<file path="src/rtl/core/v3pr_prod_lane.sv">
`default_nettype none
module v3pr_prod_lane (
    input  logic               clk,
    input  logic [2:0]         en,
    input  logic signed [31:0] vec,
    input  logic signed [31:0] dir,
    output logic [63:0]        vd_reg,
    output logic [63:0]        dd_reg,
    output logic               opp_reg,
    output logic signed [31:0] vec_out,
    output logic [31:0]        dabs_out,
    output logic               dsign_out
);

    logic [31:0]        vabs;
    logic [31:0]        dabs;
    logic signed [31:0] vec_reg   [3];
    logic [31:0]        dabs_reg  [3];
    logic               dsign_reg [3];

    assign vabs = vec[31] ? (~vec + 32'd1) : vec;
    assign dabs = dir[31] ? (~dir + 32'd1) : dir;

    always_ff @(posedge clk)
    begin
        if (en[0])
        begin
            vd_reg       <= vabs * dabs;
            dd_reg       <= dabs * dabs;
            opp_reg      <= vec[31] ^ dir[31];
            vec_reg[0]   <= vec;
            dabs_reg[0]  <= dabs;
            dsign_reg[0] <= dir[31];
        end
        if (en[1])
        begin
            vec_reg[1]   <= vec_reg[0];
            dabs_reg[1]  <= dabs_reg[0];
            dsign_reg[1] <= dsign_reg[0];
        end
        if (en[2])
        begin
            vec_reg[2]   <= vec_reg[1];
            dabs_reg[2]  <= dabs_reg[1];
            dsign_reg[2] <= dsign_reg[1];
        end
    end

    assign vec_out   = vec_reg[2];
    assign dabs_out  = dabs_reg[2];
    assign dsign_out = dsign_reg[2];

endmodule
`default_nettype wire

</file>
<file path="config.mk">
export PLATFORM = sky130hd
export DESIGN_NAME = v3pr_prod_lane
export DESIGN_NICKNAME = d
export VERILOG_FILES = /design/src/rtl/core/v3pr_prod_lane.sv
export SDC_FILE = /design/constraint.sdc
export NUM_CORES = 2
export LEC_CHECK = 0
export BUFFER_PORTS_ARGS = -buffer_cell sky130_fd_sc_hd__buf_2
export CAP_MARGIN = 20
export CORE_MARGIN = 1
export CORE_UTILIZATION = 30
export DETAILED_ROUTE_END_ITERATION = 12
export SYNTH_ARGS = -nofsm -noshare
export SYNTH_HDL_FRONTEND = slang
export SYNTH_SLANG_ARGS = --single-unit
</file>
<file path="constraint.sdc">
create_clock -name clk -period 11.7 [get_ports clk]
set_clock_uncertainty 0.1 [all_clocks]
set_input_delay 0.585 -clock clk [delete_from_list [all_inputs] [get_ports clk]]
set_output_delay 0.585 -clock clk [all_outputs]
set_load 0.01 [all_outputs]
</file>
# Word level (Yosys, flattened, before mapping)
# Memories as Yosys holds them, arrays and structs flattened.
# Cells that the tools add are included.
totals:
  register_bits: 129
  ram_bits: 195
  in_bits: 68
  output_inout_bits: 194
  mem_count: 3
memory_table:
  columns: ["name", "words", "word_bits", "rd", "rd_ports_with_merged_regs", "write_ports", "line_no", "source"]
  rows:
  - ["dabs_reg", 3, 32, 3, 0, 3, "18", "logic [31:0] dabs_reg [3];"]
  - ["vec_reg", 3, 32, 3, 0, 3, "17", "logic signed [31:0] vec_reg [3];"]
  - ["dsign_reg", 3, 1, 3, 0, 3, "19", "logic dsign_reg [3];"]
op_classes:
  add_sub_neg: 2
  n_mul: 2
  muxes: 8
  bitwise: 3
ops:
  columns: ["op", "count"]
  rows:
  - ["$mul A32 B32 Y64", 2]
  - ["$add A32 B1 Y32 const B", 2]
  - ["$mux W32", 2]
  - ["$not A32 Y32", 2]
  - ["$mux W1", 6]
  - ["$xor A1 B1 Y1", 1]

# Depth between registers and ports, before layout
depth:
  ltp_word: 4
  mapped_depth: 39
  depth_no_buf: 35

# Worst setup path before layout
# OpenSTA, ideal clock, no wires.
synth_path:
  path_type: "in2reg"
  startpoint: "input vec[9]"
  endpoint: "register vd_reg[63], data pin"
  setup_ns: 0.260
  arrival_time_ns: 10.049
  path_slack_ns: 1.291
  stages: 31
  path_cell_list: "or3_1 > or3_1 > or4_1 > or3_1 > or3_1 > o31a_1 > xor2_1 > clkbuf_1 > nand2_1 > fa_1 > fa_1 > fa_1 > fa_1 > inv_1 > fa_1 > fa_1 > fa_1 > inv_1 > fa_1 > inv_1 > ha_1 > clkbuf_1 > nand4_1 > or4_1 > nor2_1 > a211oi_1 > o31ai_1 > a21o_1 > a221o_1 > a21oi_1 > xnor2_1"
synth_via:
  elab_chain_len: 4
synth_lines:
  columns: ["item", "line_no", "source"]
  rows:
  - ["from (decl)", "5", "input logic signed [31:0] vec,"]
  - ["$not A32 Y32", "21", "assign vabs = vec[31] ? (~vec + 32'd1) : vec;"]
  - ["$add A32 B1 Y32", "21", null]
  - ["$mux W32 (*)", "21", null]
  - ["$mul A32 B32 Y64 (*)", "28", "vd_reg <= vabs * dabs;"]
  - ["to (signal assigned)", "28", null]
  - ["to (decl)", "7", "output logic [63:0] vd_reg,"]
# Mark *: on every way between the ends. The rest lies on a longest branch, timed or not.
# A chain may end at the register's enable or synchronous reset.

# Worst setup path after layout
layout_path:
  startpoint: "input dir[2]"
  endpoint: "register dd_reg[51], data pin"
layout_via:
  elab_chain_len: 4
layout_lines:
  columns: ["item", "line_no", "source"]
  rows:
  - ["from (decl)", "6", "input logic signed [31:0] dir,"]
  - ["$not A32 Y32", "22", "assign dabs = dir[31] ? (~dir + 32'd1) : dir;"]
  - ["$add A32 B1 Y32", "22", null]
  - ["$mux W32 (*)", "22", null]
  - ["$mul A32 B32 Y64 (*)", "29", "dd_reg <= dabs * dabs;"]
  - ["to (signal assigned)", "29", null]
  - ["to (decl)", "8", "output logic [63:0] dd_reg,"]
# Marked as above.

==> impl_metrics.tcl <==
set metrics [dict create \
    status "finished with violations" \
    violations "DRC" \
    route.vias.total 52300 \
    drv_slew 0 \
    postPlaceCellArea_um2 77800 \
    cts_tree "built" \
    setup_violations 0 \
    crit_path_end_kind "flop" \
    hold_start "vec[1]" \
    rsz0062_at_grt "no" \
    io_pins 262 \
    postSynthAreaPerCell_um2 9.65 \
    synth_top_cells_by_count "inv_1, fa_1, nor2_1" \
    drive_gt1_share_pct 8.00 \
    synthArstFlopShare_pct 0 \
    finalSetupTns_ns 0 \
    synth_top_area_cell "fa_1" \
    overflow 0 \
    postCtsSetupBuffers 0 \
    synthFlopType "edfxtp_1" \
    largest_register_ffs 96 \
    wl_per_cell_um 21.7 \
    grt_max_degree 54 \
    cts_buffers 40 \
    htreeDepth 2 \
    cts_resized 0 \
    cp_max_fo 46 \
    required_ns 11.96 \
    rrSetupSlack_ns 10.71 \
    start_util_pct 30.2 \
    syn_area_um2 71900 \
    antenna_found_initial 13 \
    syn_inst 7459 \
    netlist.area_leader.share_pct 47.1 \
    first_iter_violations 3771 \
    clkLatencyLatePin_ns 0.66 \
    hold_buffers 0 \
    reg2reg_from "vec_reg[0][26]" \
    crit_top_cell "fa_1" \
    post_synth_num_cell_types 69 \
    final_area_um2 79200 \
    max_freq_ghz 0.0900 \
    ys_top_cells_by_area "fa_1, edfxtp_1, inv_1" \
    critical_path_class "input pin to flop" \
    place.port_buffers 260 \
    slowest_delay_ns 0.75 \
    ys_warn_count 0 \
    cts_root_buffer "clkbuf_16" \
    min-delay-path-class "input pin to flop" \
    period_share_pct 95.0 \
    via_per_inst 4.83 \
    synth-edff-count 322 \
    ant_nets 0 \
    first_pass_iters 10 \
    synth-seq-cells 322 \
    die_area_um2 242000 \
    globalplace.congestion 0.948 \
    clk_pin_slew_ns 0.06 \
    start_kind "input pin" \
    crit_path_top_delay_cell "a211oi_1" \
    area_delta_synth_final_pct 10.0 \
    grt_pass1_wl_um 355000 \
    reg2regPathDepth 0 \
    relSlewSlack_pct 21.0 \
    grt_usage_pct 19.9 \
    reg2reg_to "vec_reg[0][58]" \
    grt_pass1_vias 57300 \
    core_um2 238000 \
    cp.arrival_ns 11.37 \
    final_hold_viol_count 0 \
    dp.final_hpwl_um 190000 \
    utilization_pct 33.3 \
    clock_sinks 322 \
    worst_pin_slew_ns 1.18 \
    whs_endpoint "vec_reg[0][1]" \
    clk_path_buf_depth 3 \
    die_w_um 492 \
    yosysMostFrequentCell "inv_1" \
    min_path_cells 1 \
    fp.dieH_um 492 \
    fin_crit_ns 11.11 \
    nets 9923 \
    yosysSeqAreaShare_pct 13.4 \
    num_rows 179 \
    drt_wl_total_um 236000 \
    cap_viol_max_count 0 \
    drc 48 \
]
final cells by class:
| class | instances | area, um2 |
|---|---|---|
| timing repair buffer | 487 | 3200 |
| inverter | 1919 | 7200 |
| antenna | 16 | 40.0 |
| multi-input combinational | 4849 | 53700 |
| tap | 3167 | 3960 |
| fill | 24400 | 159000 |
| clock inverter | 30 | 340 |
| clock buffer | 42 | 1010 |
| sequential | 322 | 9670 |
metal layers:
layer | vias up | wire length (um) | track usage (%) | share of wire, %
met5 | - | 26 | 0 | 0.011
met4 | 4 | 13600 | 9.74 | 5.8
met3 | 515 | 20200 | 4.12 | 8.6
met2 | 2301 | 110000 | 32.3 | 47
met1 | 27300 | 91700 | 25.1 | 39
li1 | 22200 | - | - | -
kinds of logic (layout without fill, tap and decap cells):
kind of cell,count (synthesis),after routing,synth area share [%]
buffers and inverters,2313,2478,12.4
muxes,1,1,0.0156
and+or+nand+nor,1857,1857,10.3
xor gates and xnor gates,240,240,2.94
other,2,43,0.0104
adders and majority gates,2236,2236,56.5
AOI/OAI and AO/OA,488,488,4.32
DFF,322,322,13.4
worst max path at each step:
stage                            end    from  slack, ns
after global routing      vd_reg[63]  vec[9]       0.15
final                     dd_reg[51]  dir[2]       0.59
after CTS                 vd_reg[61]  vec[9]       0.78
after floorplan           vd_reg[63]  vec[9]       1.29
after global placement    vd_reg[63]  vec[9]       0.12
after detailed placement  vd_reg[63]  vec[9]       0.13
placed cells by master, fill, tap and decap left out, types with 8 or more instances in the layout:
master	count
xor2_1	90
a31oi_1	18
or3_1	14
buf_4	215
clkbuf_16	40
xor2_4	8
clkinv_1	18
and2_1	9
xnor2_1	117
nand3_1	26
diode_2	16
o21ai_0	90
nand2_1	811
a21o_1	73
inv_1	1901
o21a_1	20
edfxtp_1	322
buf_2	257
xnor2_2	18
nand4_1	34
a211oi_1	13
or2_2	8
nor2_1	868
or4_1	11
o31a_1	10
buf_12	14
and3_1	16
nor3_1	19
nand2b_1	11
fa_1	1691
a21oi_1	163
o31ai_1	24
ha_1	545
o41ai_1	8
conb_1	27
o21bai_1	23
nor2b_1	15
worst max-delay path, delay by kind of cell:
| family | cells | cell delay [ns] |
|---|---|---|
| buffers and inverters | 6 | 1.39 |
| adder cells (fa/ha/maj) | 9 | 4.38 |
| XOR/XNOR | 1 | 0.22 |
| AND/OR/NAND/NOR | 10 | 2.21 |
| AO/OA/AOI/OAI | 6 | 2.51 |
metrics by stage:
step	hold WS (ns)	std cells	setup slack, ns
floorplan	0.300	7484	1.29
global placement	0.302	10700	0.118
detailed placement	0.305	10700	0.131
CTS	0.0224	10800	0.780
global route	0.0675	10800	0.146
finish	0.0702	10800	0.588
Power is not shown: default switching activity piles up to over one toggle a cycle in this logic, so the estimate is an artifact.
